<file path="src/design/assert_macros.svh">
// Assertion macros shared by the wildcard name matcher modules.
// Depends on nothing; the bodies become empty when SYNTHESIS is defined.
`ifndef ASSERT_MACROS_SVH
`define ASSERT_MACROS_SVH
`ifndef SYNTHESIS
`define WNM_ASSERT(label, clk, rst, prop) \
   label: assert property (@(posedge clk) disable iff (rst) (prop)) \
      else $error("assertion failed");
`define WNM_ASSERT_IMP(label, clk, rst, ante, cons) \
   label: assert property (@(posedge clk) disable iff (rst) (ante) |-> (cons)) \
      else $error("assertion failed");
`define WNM_ASSERT_NXT(label, clk, rst, ante, cons) \
   label: assert property (@(posedge clk) disable iff (rst) (ante) |=> (cons)) \
      else $error("assertion failed");
`else
`define WNM_ASSERT(label, clk, rst, prop)
`define WNM_ASSERT_IMP(label, clk, rst, ante, cons)
`define WNM_ASSERT_NXT(label, clk, rst, ante, cons)
`endif
`endif

</file>
<file path="src/design/wnm_pkg.sv">
// Types, constants and helpers shared by the wildcard name matcher.
// Depends on nothing.
package wnm_pkg;

   localparam logic [7:0] STAR_CHAR = 8'd42;
   localparam logic [7:0] LF_CHAR   = 8'd10;
   localparam logic [7:0] CR_CHAR   = 8'd13;

   localparam logic ACTION_PATTERN = 1'b0;
   localparam logic ACTION_NAME    = 1'b1;

   localparam int CSR_W     = 3;
   localparam int REQ_DEPTH = 2;
   localparam int RSP_DEPTH = 4;

   typedef struct packed {
      logic       is_name;
      logic [1:0] slot;
      logic [7:0] char_value;
      logic       last;
   } wnm_item_type;

   typedef struct packed {
      logic       matched;
      logic [1:0] match_slot;
   } wnm_result_type;

   function automatic logic is_squeezable(input logic [7:0] c);
      return (c == STAR_CHAR) || (c == LF_CHAR) || (c == CR_CHAR);
   endfunction

endpackage

</file>
<file path="src/design/wildcard_name_matcher.sv">
// Top level of the wildcard name matcher: front end, engine and result queue.
// Depends on wnm_pkg, wnm_front, wnm_engine, wnm_fifo and assert_macros.svh.
//
// The matcher takes one byte per clock cycle, pattern or name, and keeps doing so
// while results wait in the result queue. Each byte waits in a two-entry request
// queue and is then applied to every pattern position of every slot at once by the
// engine's bit-parallel automata. A name's result is registered in the engine's
// result stage and then written into the result queue, from which it can be read.
// The engine holds back the last byte of a name while the four-entry result queue
// has no free place, and that back-pressure then reaches full.
// Configuration writes are always taken (csr_ready stays high) and must be made while
// no item is in flight.
`include "assert_macros.svh"
module wildcard_name_matcher #(
   parameter int NUM_PATTERNS = 4,
   parameter int PAT_LEN      = 63
) (
   input  logic                         clock,
   input  logic                         reset,
   input  logic                         req_push,
   output logic                         req_full,
   input  logic                         req_action,
   input  logic [1:0]                   req_slot,
   input  logic [7:0]                   req_char_value,
   input  logic                         req_last,
   output logic                         rsp_empty,
   input  logic                         rsp_pop,
   output logic                         rsp_matched,
   output logic [1:0]                   rsp_match_slot,
   input  logic                         csr_valid,
   output logic                         csr_ready,
   input  logic [wnm_pkg::CSR_W-1:0]    csr_data
);
   import wnm_pkg::*;

   localparam int RES_W = $bits(wnm_result_type);
   localparam int CNT_W = $clog2(RSP_DEPTH+1);

   logic [CSR_W-1:0] in_use_ff;
   logic             head_valid, head_pop;
   wnm_item_type     head_item;
   logic             res_valid, result_room;
   wnm_result_type   res_data, rsp_head;
   logic [RES_W-1:0] rsp_rd_data;
   logic             out_full;
   logic [CNT_W-1:0] out_count;

   assign csr_ready = 1'b1;

   always_ff @(posedge clock) begin
      if (reset) begin
         in_use_ff <= CSR_W'(1);
      end else if (csr_valid && csr_ready) begin
         in_use_ff <= csr_data;
      end
   end

   wnm_front #(
      .NUM_PATTERNS (NUM_PATTERNS)
   ) u_front (
      .clock          (clock),
      .reset          (reset),
      .req_push       (req_push),
      .req_full       (req_full),
      .req_action     (req_action),
      .req_slot       (req_slot),
      .req_char_value (req_char_value),
      .req_last       (req_last),
      .head_valid     (head_valid),
      .head_item      (head_item),
      .head_pop       (head_pop)
   );

   // Room is counted with the result still in the engine's result stage.
   assign result_room = ({1'b0, out_count} + (CNT_W+1)'(res_valid)) < (CNT_W+1)'(RSP_DEPTH);

   wnm_engine #(
      .NUM_PATTERNS (NUM_PATTERNS),
      .PAT_LEN      (PAT_LEN)
   ) u_engine (
      .clock           (clock),
      .reset           (reset),
      .head_valid      (head_valid),
      .head_item       (head_item),
      .head_pop        (head_pop),
      .result_room     (result_room),
      .patterns_in_use (in_use_ff),
      .res_valid       (res_valid),
      .res_data        (res_data)
   );

   wnm_fifo #(
      .WIDTH (RES_W),
      .DEPTH (RSP_DEPTH)
   ) u_rsp_queue (
      .clock   (clock),
      .reset   (reset),
      .push    (res_valid),
      .wr_data (res_data),
      .pop     (rsp_pop),
      .rd_data (rsp_rd_data),
      .empty   (rsp_empty),
      .full    (out_full),
      .count   (out_count)
   );

   assign rsp_head       = wnm_result_type'(rsp_rd_data);
   assign rsp_matched    = rsp_head.matched;
   assign rsp_match_slot = rsp_head.match_slot;

   `WNM_ASSERT_IMP(a_rsp_no_overrun, clock, reset, res_valid, !out_full)

endmodule

</file>
<file path="src/design/wnm_fifo.sv">
// Small first-in first-out queue used on both sides of the matcher.
// Depends on nothing; DEPTH must be at least 2.
module wnm_fifo #(
   parameter int WIDTH = 8,
   parameter int DEPTH = 2
) (
   input  logic                         clock,
   input  logic                         reset,
   input  logic                         push,
   input  logic [WIDTH-1:0]             wr_data,
   input  logic                         pop,
   output logic [WIDTH-1:0]             rd_data,
   output logic                         empty,
   output logic                         full,
   output logic [$clog2(DEPTH+1)-1:0]   count
);
   localparam int PTR_W = $clog2(DEPTH);
   localparam int CNT_W = $clog2(DEPTH+1);

   logic [WIDTH-1:0] store_ff [DEPTH];
   logic [PTR_W-1:0] wr_ptr_ff, wr_ptr_in;
   logic [PTR_W-1:0] rd_ptr_ff, rd_ptr_in;
   logic [CNT_W-1:0] count_ff, count_in;
   logic             do_push, do_pop;

   assign empty   = (count_ff == '0);
   assign full    = (count_ff == CNT_W'(DEPTH));
   assign count   = count_ff;
   assign rd_data = store_ff[rd_ptr_ff];
   assign do_push = push && !full;
   assign do_pop  = pop && !empty;

   always_comb begin
      wr_ptr_in = wr_ptr_ff;
      rd_ptr_in = rd_ptr_ff;
      count_in  = count_ff;
      if (do_push) begin
         wr_ptr_in = (wr_ptr_ff == PTR_W'(DEPTH-1)) ? '0 : wr_ptr_ff + 1'b1;
      end
      if (do_pop) begin
         rd_ptr_in = (rd_ptr_ff == PTR_W'(DEPTH-1)) ? '0 : rd_ptr_ff + 1'b1;
      end
      if (do_push && !do_pop) begin
         count_in = count_ff + 1'b1;
      end else if (do_pop && !do_push) begin
         count_in = count_ff - 1'b1;
      end
   end

   always_ff @(posedge clock) begin
      if (reset) begin
         wr_ptr_ff <= '0;
         rd_ptr_ff <= '0;
         count_ff  <= '0;
      end else begin
         wr_ptr_ff <= wr_ptr_in;
         rd_ptr_ff <= rd_ptr_in;
         count_ff  <= count_in;
      end
   end

   always_ff @(posedge clock) begin
      if (do_push) begin
         store_ff[wr_ptr_ff] <= wr_data;
      end
   end

endmodule

</file>
<file path="src/design/wnm_front.sv">
// Front end: accepts request items, classifies them and queues them for the engine.
// Depends on wnm_pkg and wnm_fifo.
module wnm_front #(
   parameter int NUM_PATTERNS = 4
) (
   input  logic                  clock,
   input  logic                  reset,
   input  logic                  req_push,
   output logic                  req_full,
   input  logic                  req_action,
   input  logic [1:0]            req_slot,
   input  logic [7:0]            req_char_value,
   input  logic                  req_last,
   output logic                  head_valid,
   output wnm_pkg::wnm_item_type head_item,
   input  logic                  head_pop
);
   import wnm_pkg::*;

   localparam int ITEM_W = $bits(wnm_item_type);

   wnm_item_type            item;
   logic                    accept;
   logic                    keep;
   logic                    q_empty;
   logic [ITEM_W-1:0]       q_rd_data;
   logic [$clog2(REQ_DEPTH+1)-1:0] q_count;

   always_comb begin
      item.is_name    = (req_action == ACTION_NAME);
      item.slot       = req_slot;
      item.char_value = req_char_value;
      item.last       = req_last;
   end

   // A pattern item for a slot that does not exist is taken and dropped here.
   assign accept = req_push && !req_full;
   assign keep   = item.is_name || (int'(req_slot) < NUM_PATTERNS);

   wnm_fifo #(
      .WIDTH (ITEM_W),
      .DEPTH (REQ_DEPTH)
   ) u_req_queue (
      .clock   (clock),
      .reset   (reset),
      .push    (accept && keep),
      .wr_data (item),
      .pop     (head_pop),
      .rd_data (q_rd_data),
      .empty   (q_empty),
      .full    (req_full),
      .count   (q_count)
   );

   assign head_valid = !q_empty && (q_count != '0);
   assign head_item  = wnm_item_type'(q_rd_data);

endmodule

</file>
<file path="src/design/wnm_engine.sv">
// Back end: pattern slots with their bit-parallel automata and the result stage.
// Depends on wnm_pkg and assert_macros.svh.
`include "assert_macros.svh"
module wnm_engine #(
   parameter int NUM_PATTERNS = 4,
   parameter int PAT_LEN      = 63
) (
   input  logic                            clock,
   input  logic                            reset,
   input  logic                            head_valid,
   input  wnm_pkg::wnm_item_type           head_item,
   output logic                            head_pop,
   input  logic                            result_room,
   input  logic [wnm_pkg::CSR_W-1:0]       patterns_in_use,
   output logic                            res_valid,
   output wnm_pkg::wnm_result_type         res_data
);
   import wnm_pkg::*;

   logic                 name_step, name_end, load_step;
   logic [NUM_PATTERNS-1:0] slot_hit;
   logic [NUM_PATTERNS-1:0] act_idle;

   logic [7:0]           pat_ff     [NUM_PATTERNS][PAT_LEN];
   logic [PAT_LEN-1:0]   star_ff    [NUM_PATTERNS];
   logic [PAT_LEN-1:0]   fill_ff    [NUM_PATTERNS];
   logic [PAT_LEN-1:0]   fill_in    [NUM_PATTERNS];
   logic [PAT_LEN:0]     end_ff     [NUM_PATTERNS];
   logic [PAT_LEN:0]     end_in     [NUM_PATTERNS];
   logic [PAT_LEN:0]     act_ff     [NUM_PATTERNS];
   logic [PAT_LEN:0]     act_in     [NUM_PATTERNS];
   logic [NUM_PATTERNS-1:0] ovf_ff, ovf_in;
   logic [NUM_PATTERNS-1:0] loading_ff, loading_in;
   logic [NUM_PATTERNS-1:0] tail_sq_ff, tail_sq_in;

   logic                    res_valid_ff;
   logic [NUM_PATTERNS-1:0] hit_ff;

   // The last byte of a name needs a place in the result queue before it is taken.
   assign head_pop  = head_valid && (!(head_item.is_name && head_item.last) || result_room);
   assign name_step = head_pop && head_item.is_name;
   assign name_end  = name_step && head_item.last;
   assign load_step = head_pop && !head_item.is_name;

   for (genvar s = 0; s < NUM_PATTERNS; s++) begin : g_slot
      logic               sel, keep, store_ok, in_use;
      logic [PAT_LEN:0]   end_base;
      logic [PAT_LEN-1:0] fill_base;
      logic               tail_base, ovf_base;
      logic [PAT_LEN-1:0] star_eff, eq_vec, wr_vec;
      logic [PAT_LEN:0]   act_closed, nxt, nxt_closed;

      assign sel    = load_step && (int'(head_item.slot) == s);
      assign in_use = (int'(patterns_in_use) > s);

      always_comb begin
         for (int i = 0; i < PAT_LEN; i++) begin
            eq_vec[i] = fill_ff[s][i] && (pat_ff[s][i] == head_item.char_value);
         end
      end

      // Stars are never stored back to back, so one closure step is enough.
      assign star_eff   = star_ff[s] & fill_ff[s];
      assign act_closed = act_ff[s] | {star_eff & act_ff[s][PAT_LEN-1:0], 1'b0};
      assign nxt        = {act_closed[PAT_LEN-1:0] & eq_vec, 1'b0}
                        | {1'b0, act_closed[PAT_LEN-1:0] & star_eff};
      assign nxt_closed = nxt | {star_eff & nxt[PAT_LEN-1:0], 1'b0};
      assign slot_hit[s] = (|(nxt_closed & end_ff[s])) && !ovf_ff[s] && in_use;
      assign act_idle[s] = (act_ff[s] == (PAT_LEN+1)'(1));

      always_comb begin
         end_base  = loading_ff[s] ? end_ff[s] : (PAT_LEN+1)'(1);
         fill_base = loading_ff[s] ? fill_ff[s] : '0;
         tail_base = loading_ff[s] && tail_sq_ff[s];
         ovf_base  = loading_ff[s] && ovf_ff[s];
         keep      = !(is_squeezable(head_item.char_value) && tail_base);
         store_ok  = sel && keep && !end_base[PAT_LEN];
         wr_vec    = store_ok ? end_base[PAT_LEN-1:0] : '0;

         end_in[s]     = end_ff[s];
         fill_in[s]    = fill_ff[s];
         tail_sq_in[s] = tail_sq_ff[s];
         ovf_in[s]     = ovf_ff[s];
         loading_in[s] = loading_ff[s];
         act_in[s]     = act_ff[s];

         if (sel) begin
            end_in[s]     = end_base;
            fill_in[s]    = fill_base;
            tail_sq_in[s] = tail_base;
            ovf_in[s]     = ovf_base;
            loading_in[s] = !head_item.last;
            if (!loading_ff[s]) begin
               act_in[s] = (PAT_LEN+1)'(1);
            end
            if (keep) begin
               if (end_base[PAT_LEN]) begin
                  ovf_in[s] = 1'b1;
               end else begin
                  fill_in[s]    = fill_base | end_base[PAT_LEN-1:0];
                  end_in[s]     = {end_base[PAT_LEN-1:0], 1'b0};
                  tail_sq_in[s] = is_squeezable(head_item.char_value);
               end
            end
         end
         if (name_step) begin
            act_in[s] = head_item.last ? (PAT_LEN+1)'(1) : nxt;
         end
      end

      always_ff @(posedge clock) begin
         if (reset) begin
            end_ff[s]     <= (PAT_LEN+1)'(1);
            fill_ff[s]    <= '0;
            tail_sq_ff[s] <= 1'b0;
            ovf_ff[s]     <= 1'b0;
            loading_ff[s] <= 1'b0;
            act_ff[s]     <= (PAT_LEN+1)'(1);
         end else begin
            end_ff[s]     <= end_in[s];
            fill_ff[s]    <= fill_in[s];
            tail_sq_ff[s] <= tail_sq_in[s];
            ovf_ff[s]     <= ovf_in[s];
            loading_ff[s] <= loading_in[s];
            act_ff[s]     <= act_in[s];
         end
      end

      always_ff @(posedge clock) begin
         for (int i = 0; i < PAT_LEN; i++) begin
            if (wr_vec[i]) begin
               pat_ff[s][i]  <= head_item.char_value;
               star_ff[s][i] <= (head_item.char_value == STAR_CHAR);
            end
         end
      end
   end

   always_ff @(posedge clock) begin
      if (reset) begin
         res_valid_ff <= 1'b0;
      end else begin
         res_valid_ff <= name_end;
      end
   end

   always_ff @(posedge clock) begin
      hit_ff <= slot_hit;
   end

   // The lowest matching slot wins.
   always_comb begin
      res_data.matched    = |hit_ff;
      res_data.match_slot = '0;
      for (int s = NUM_PATTERNS-1; s >= 0; s--) begin
         if (hit_ff[s]) begin
            res_data.match_slot = 2'(s);
         end
      end
   end

   assign res_valid = res_valid_ff;

   `WNM_ASSERT_NXT(a_act_cleared, clock, reset, name_end, act_idle == '1)
   for (genvar s = 0; s < NUM_PATTERNS; s++) begin : g_chk
      `WNM_ASSERT(a_end_onehot, clock, reset, $onehot(end_ff[s]))
      `WNM_ASSERT_IMP(a_ovf_full, clock, reset, ovf_ff[s], end_ff[s][PAT_LEN])
   end

endmodule
</file>
<file path="config.mk">
export PLATFORM = sky130hd
export DESIGN_NAME = wildcard_name_matcher
export DESIGN_NICKNAME = d
export VERILOG_FILES = /design/src/design/wnm_pkg.sv /design/src/design/wildcard_name_matcher.sv /design/src/design/wnm_fifo.sv /design/src/design/wnm_front.sv /design/src/design/wnm_engine.sv
export VERILOG_INCLUDE_DIRS = /design/src /design/src/design
export SDC_FILE = /design/constraint.sdc
export NUM_CORES = 2
export LEC_CHECK = 0
export BUFFER_PORTS_ARGS = -buffer_cell sky130_fd_sc_hd__buf_2
export CAP_MARGIN = 40
export CORE_MARGIN = 2
export CORE_UTILIZATION = 35
export DETAILED_ROUTE_END_ITERATION = 8
export GPL_ROUTABILITY_DRIVEN = 1
export GPL_TIMING_DRIVEN = 0
export PLACE_DENSITY_LB_ADDON = 0.15
export SLEW_MARGIN = 20
export SYNTH_ARGS = -nofsm -noshare
export SYNTH_HDL_FRONTEND = slang
export SYNTH_SLANG_ARGS = --single-unit
</file>
<file path="constraint.sdc">
create_clock -name clock -period 13.55 [get_ports clock]
set_clock_uncertainty 0.15 [all_clocks]
set_input_delay 0 -clock clock [delete_from_list [all_inputs] [get_ports clock]]
set_output_delay 0 -clock clock [all_outputs]
set_load 0.01 [all_outputs]
</file>
== Word level (Yosys, flattened, before mapping) ==
Memories as Yosys holds them, arrays and structs flattened. A register that Yosys moved wholly into a read port is not among the register bits.
Cells that the tools add are included.

* Equal/unequal tests: 262
* Bitwise operators: 52
* Add/subtract/negate cells: 9
* Order comparisons: 5
* Shifts and indexed selects: 0
* Divide/modulo/power cells: 0
* Reduce and logical (&&, ||, !) cells: 342
* Muxes and demuxes: 625
* Multipliers: 0

{| class="wikitable"
|+ Operators with widths
! cell !! number
|-
| two-way mux 64 bit || 40
|-
| two-way mux 63 bit || 33
|-
| equality test 8 bit || 252
|-
| two-way mux 504 bit || 3
|-
| OR reduction 504 bit || 3
|-
| bitwise AND 63 bit || 16
|-
| two-way mux 1 bit || 531
|-
| bitwise OR 63 bit || 8
|-
| logical AND 1 bit || 299
|-
| bitwise AND 64 bit || 4
|-
| bitwise OR 64 x 63 -> 64 bit || 4
|-
| bitwise OR 64 bit || 4
|-
| OR reduction 64 bit || 4
|-
| bitwise AND 62 bit || 4
|-
| OR reduction 63 bit || 3
|-
| two-way mux 2 bit || 16
|-
| zero test 1 bit || 23
|-
| equality test 8 x 4 -> 1 bit, second input constant || 2
|-
| bitwise OR 1 bit || 12
|-
| equality test 2 bit, second input constant || 5
|-
| equality test 8 x 6 -> 1 bit, second input constant || 1
|-
| adder 2 x 1 -> 2 bit, second input constant || 3
|-
| greater-than comparator 3 x 1 -> 1 bit, second input constant || 2
|-
| greater-than comparator 3 x 2 -> 1 bit, second input constant || 2
|-
| 14 further kinds || 21
|}

* Logic and storage cells: 1323
* Bits in read-only memories: 0
* Latch bits: 0
* Flip-flop bits (word level): 31
* Input bits: 20
* Memories kept: 7
* Bits in writable memories: 3068

{| class="wikitable"
|+ Memory list
! name !! words !! bits a word !! rd ports !! clocked after memory_dff !! wr ports !! RTL line !! text
|-
| u_engine.pat_ff || 4 || 504 || 4 || 0 || 1 || wnm_engine.sv:24 || <nowiki>logic [7:0] pat_ff [NUM_PATTERNS][PAT_LEN];</nowiki>
|-
| u_engine.act_ff || 4 || 64 || 4 || 0 || 4 || wnm_engine.sv:30 || <nowiki>logic [PAT_LEN:0] act_ff [NUM_PATTERNS];</nowiki>
|-
| u_engine.end_ff || 4 || 64 || 4 || 0 || 4 || wnm_engine.sv:28 || <nowiki>logic [PAT_LEN:0] end_ff [NUM_PATTERNS];</nowiki>
|-
| u_engine.fill_ff || 4 || 63 || 4 || 0 || 4 || wnm_engine.sv:26 || <nowiki>logic [PAT_LEN-1:0] fill_ff [NUM_PATTERNS];</nowiki>
|-
| u_engine.star_ff || 4 || 63 || 4 || 0 || 1 || wnm_engine.sv:25 || <nowiki>logic [PAT_LEN-1:0] star_ff [NUM_PATTERNS];</nowiki>
|-
| u_front.u_req_queue.store_ff || 2 || 12 || 1 || 1 || 1 || wnm_fifo.sv:20 || <nowiki>logic [WIDTH-1:0] store_ff [DEPTH];</nowiki>
|-
| +1 memories || -- || -- || -- || -- || -- || -- ||
|}

== Depth between registers and ports, before layout ==
* Depth in word-level cells: 15
* Mapped depth: 15
* Depth with buffers taken out: 10

== Cells and area by module ==
Synthesis repeated with hierarchy kept, for this count alone.

* Cells, all modules: 10584
* Area total of the unflattened synthesis: 132991.3 µm²

{| class="wikitable"
|+ By module, submodules not included
! module !! cells an instance !! times used !! sequential area each (µm²) !! area each (µm²)
|-
| wnm_engine || 10445 || 1 || 83660.2 || 130859.3
|-
| wnm_fifo at u_front.u_req_queue || 62 || 1 || 820.8 || 1078.5
|-
| wnm_fifo at u_rsp_queue || 63 || 1 || 540.5 || 917.1
|-
| wildcard_name_matcher || 12 || 1 || 60.1 || 120.1
|-
| wnm_front || 2 || 1 || 0.0 || 16.3
|}

== Worst setup path after synthesis ==
OpenSTA, ideal clock, no wires.

* Kind: register to register
* From: register with a tool-made name
* To: memory u_engine.star_ff[0][0], data pin
* Arrival: 10.811 ns
* Stages on the path, launching flop included: 9
* Setup slack: 0.523 ns
* Library setup time: 2.066 ns
* Cells stage by stage: dfxtp_1 -> buf_6 -> buf_8 -> mux2i_2 -> buf_6 -> buf_6 -> buf_6 -> buf_4 -> nor3_1

{| class="wikitable"
|+ RTL lines
! what !! RTL line
|-
| end: declaration || wnm_engine.sv:25
|}

==> results.ini <==
[status]
status=completed

[clocking]
cts_buffers=349
ctsResizeCount=0
cts_htree_levels=5
clock_path_buffers=4
postCtsSetupBuffers=0
clock-root-buffer=clkbuf_16
insertion_delay_ns=1.00
clock-sinks=3098
postCtsHoldBufs=37
cts_tree=built
clk_pin_slew_ns=0.06

[hold_path]
hold_path_class=primary input to flop
worstHoldStart=req_char_value[5]
hold_end=u_front.u_req_queue.store_ff[0][6]$_DFFE_PP_
hold_depth=3

[power_and_ir_drop]
ir_drop_v=0.0002062
powerDensity_nw_per_um2=191.4
p_total_uw=29310
p_leak_uw=0.04873

[worst_setup_path]
path_common_cell=buf_16
required_ns=14.14
crit_path_top_delay_cell=buf_8
crit_path_end_kind=flop
crit_fanout=65
cp-start-kind=flop
crit_chain=buf_6, buf_8, mux2i_2, buf_6, inv_4, buf_8, buf_16, buf_16, buf_16, buf_16, xnor2_1, and3_1, nand3_1, o2111ai_1, a22oi_1, nand4_1, nor4_1, a311oi_2
r2r_end=u_engine.hit_ff[3]$_DFF_P_
reg2reg_slack_ns=7.00
crit_type=flop to flop
r2r_cells=18
critical-path-max-stage-delay_ns=0.57
worstPathArrival_ns=7.14

[synth]
synth_ff_type=edfxtp_1
async_flop_share_pct=0
syn_avg_cell_area_um2=12.43
yosys_warnings=0
ys_ff_latch=3098
yosys.cell_types.count=83
netlist_instances=10593
synth_nets=10621
syn_area_um2=131600
ys_seq_area_share_pct=64.64
synth_edf_count=2304

[timing]
finalCritPeriodShare_pct=48.37
fmax_ghz=0.1526
fin_crit_ns=6.554
holdWs_ns=0.1382
maxSlewHeadroom_pct=30.48
worstMarginPinSlew_ns=1.035
slew_viol_final=0
hold_viol=0
rsz0062_at_grt=false
final-setup-viol-count=0

[drt]
drtPass1Iterations=8
route.detailed.drc=0
drt_iter0_markers=14546
routed_wl_um=627700
antenna_left=0
viasPerCell=5.795
wl_per_cell_um=37.99
via_count=95748

[grt]
grt_max_degree=75
grtUsageTotal_pct=32.03
grt_overflow=0
grt_pass1_wl_um=817400
antenna_found_initial=44
first_global_vias=89043

[floorplanning]
io_pins=26
start_util_pct=35.10
die_h_um=617.3
die_area_um2=381000
die_w_um=617.3
core_um2=375000
rows=225

[cells_and_area]
final_cell_mix=edfxtp_1, xnor2_1, nand2_1, a21oi_1, dfxtp_1
layout.nets=11238
fin_cells=16522
area_growth_pct=16.31
nFillCells=35315
drive_gt1_share_pct=10.56
final_common_cell=edfxtp_1

[place]
placed_cells=15805
gp_congestion=0.9607
placement.io_buffers=23
dp_hpwl_um=426700

[job]
maxCapViolCount=0

==> worst max-delay path, delay by kind of cell, from the launching register on <==
family          cells  cell delay (ns)
buf+inv             9             3.05
compound gates      3             1.13
simple gates        4             1.07
flops               1             0.32
xor+xnor            1             0.11
mux                 1             0.10
==> synth_stat cells (all sizes together), types with 208 or more instances <==
cell    instances  area, µm²
a21oi         835       4183
a31oi         233       1458
buf           239       1963
clkbuf        208      780.8
dfxtp         794      15900
edfxtp       2304      69190
inv           324       1219
nand2        1058       3971
nand3         340       1702
nor2          497       1866
nor3          266       1331
nor4          277       1779
xnor2        2016      17660
==> kinds of logic after synthesis <==
kind of cell	synth area share [%]
buffers and inverters	3.010
xor gates and xnor gates	13.45
muxes	0.2709
DFF	64.64
other	0.002849
AOI/OAI and AO/OA	8.044
adders and majority gates	0.08174
and+or+nand+nor	10.50
==> metrics by stage <==
step	setup slack (ns)	utilization, %	setup TNS [ns]	cell area (µm²)
final	6.996	40.83	0	153100
after global placement	-26.99	36.80	-6779.61	138000
after floorplan	0.5232	-	0	131600
after detailed placement	7.093	37.64	0	141200
after global routing	6.981	40.82	0	153100
after CTS	7.071	40.79	0	153000
==> layer usage <==
metal	global-route usage, %	share of wire [%]
met1	42.55	40
met2	48.62	43
met3	6.731	9.8
met4	18.06	6.6
met5	0.1136	0.019
==> how the worst max path moves through the flow <==
stage	to	slack, ns	cells past startpoint
finish	u_engine.hit_ff[3]$_DFF_P_	7.00	18
global placement	u_engine.star_ff[1][30]$_DFFE_PP_	-26.99	8
CTS	u_engine.hit_ff[3]$_DFF_P_	7.07	18
global route	u_engine.hit_ff[3]$_DFF_P_	6.98	18
detailed placement	u_engine.hit_ff[3]$_DFF_P_	7.09	18
floorplan	u_engine.star_ff[0][0]$_DFFE_PP_	0.52	8
==> flip-flops by register name, indices dropped and copies added (netlist names), 3 cells and up, named ones only <==
register / cells
u_rsp_queue.count: 3
in_use_ff: 3
u_engine.act_ff: 252
u_rsp_queue.store_ff: 12
u_engine.pat_ff: 2016
u_engine.fill_ff: 252
u_engine.tail_sq_ff: 4
u_engine.loading_ff: 4
u_engine.end_ff: 256
u_engine.ovf_ff: 4
u_front.u_req_queue.store_ff: 24
u_engine.hit_ff: 4
u_engine.star_ff: 252
==> layout make-up <==
class	instances	area (µm²)	area share, %
diodes	16	40.04	0.02615
plain buffers	447	2918	1.906
clock buffers	520	10230	6.683
clock inverters	133	1211	0.7911
inverters	324	1221	0.7976
multi-input cells	6724	42710	27.90
flip-flops and latches	3098	85080	55.57
well taps	4994	6248	4.081
repair buffers	266	3438	2.246
==> power breakdown <==
part	switching [µW]	total (µW)	internal [µW]	leakage, µW
Sequential	35.9	10800	10800	0.0268
Combinational	6710	8830	2120	0.0163
Clock	4080	9660	5580	0.00563
Total	10800	29300	18500	0.0487
(Power assumes the default switching activity.)
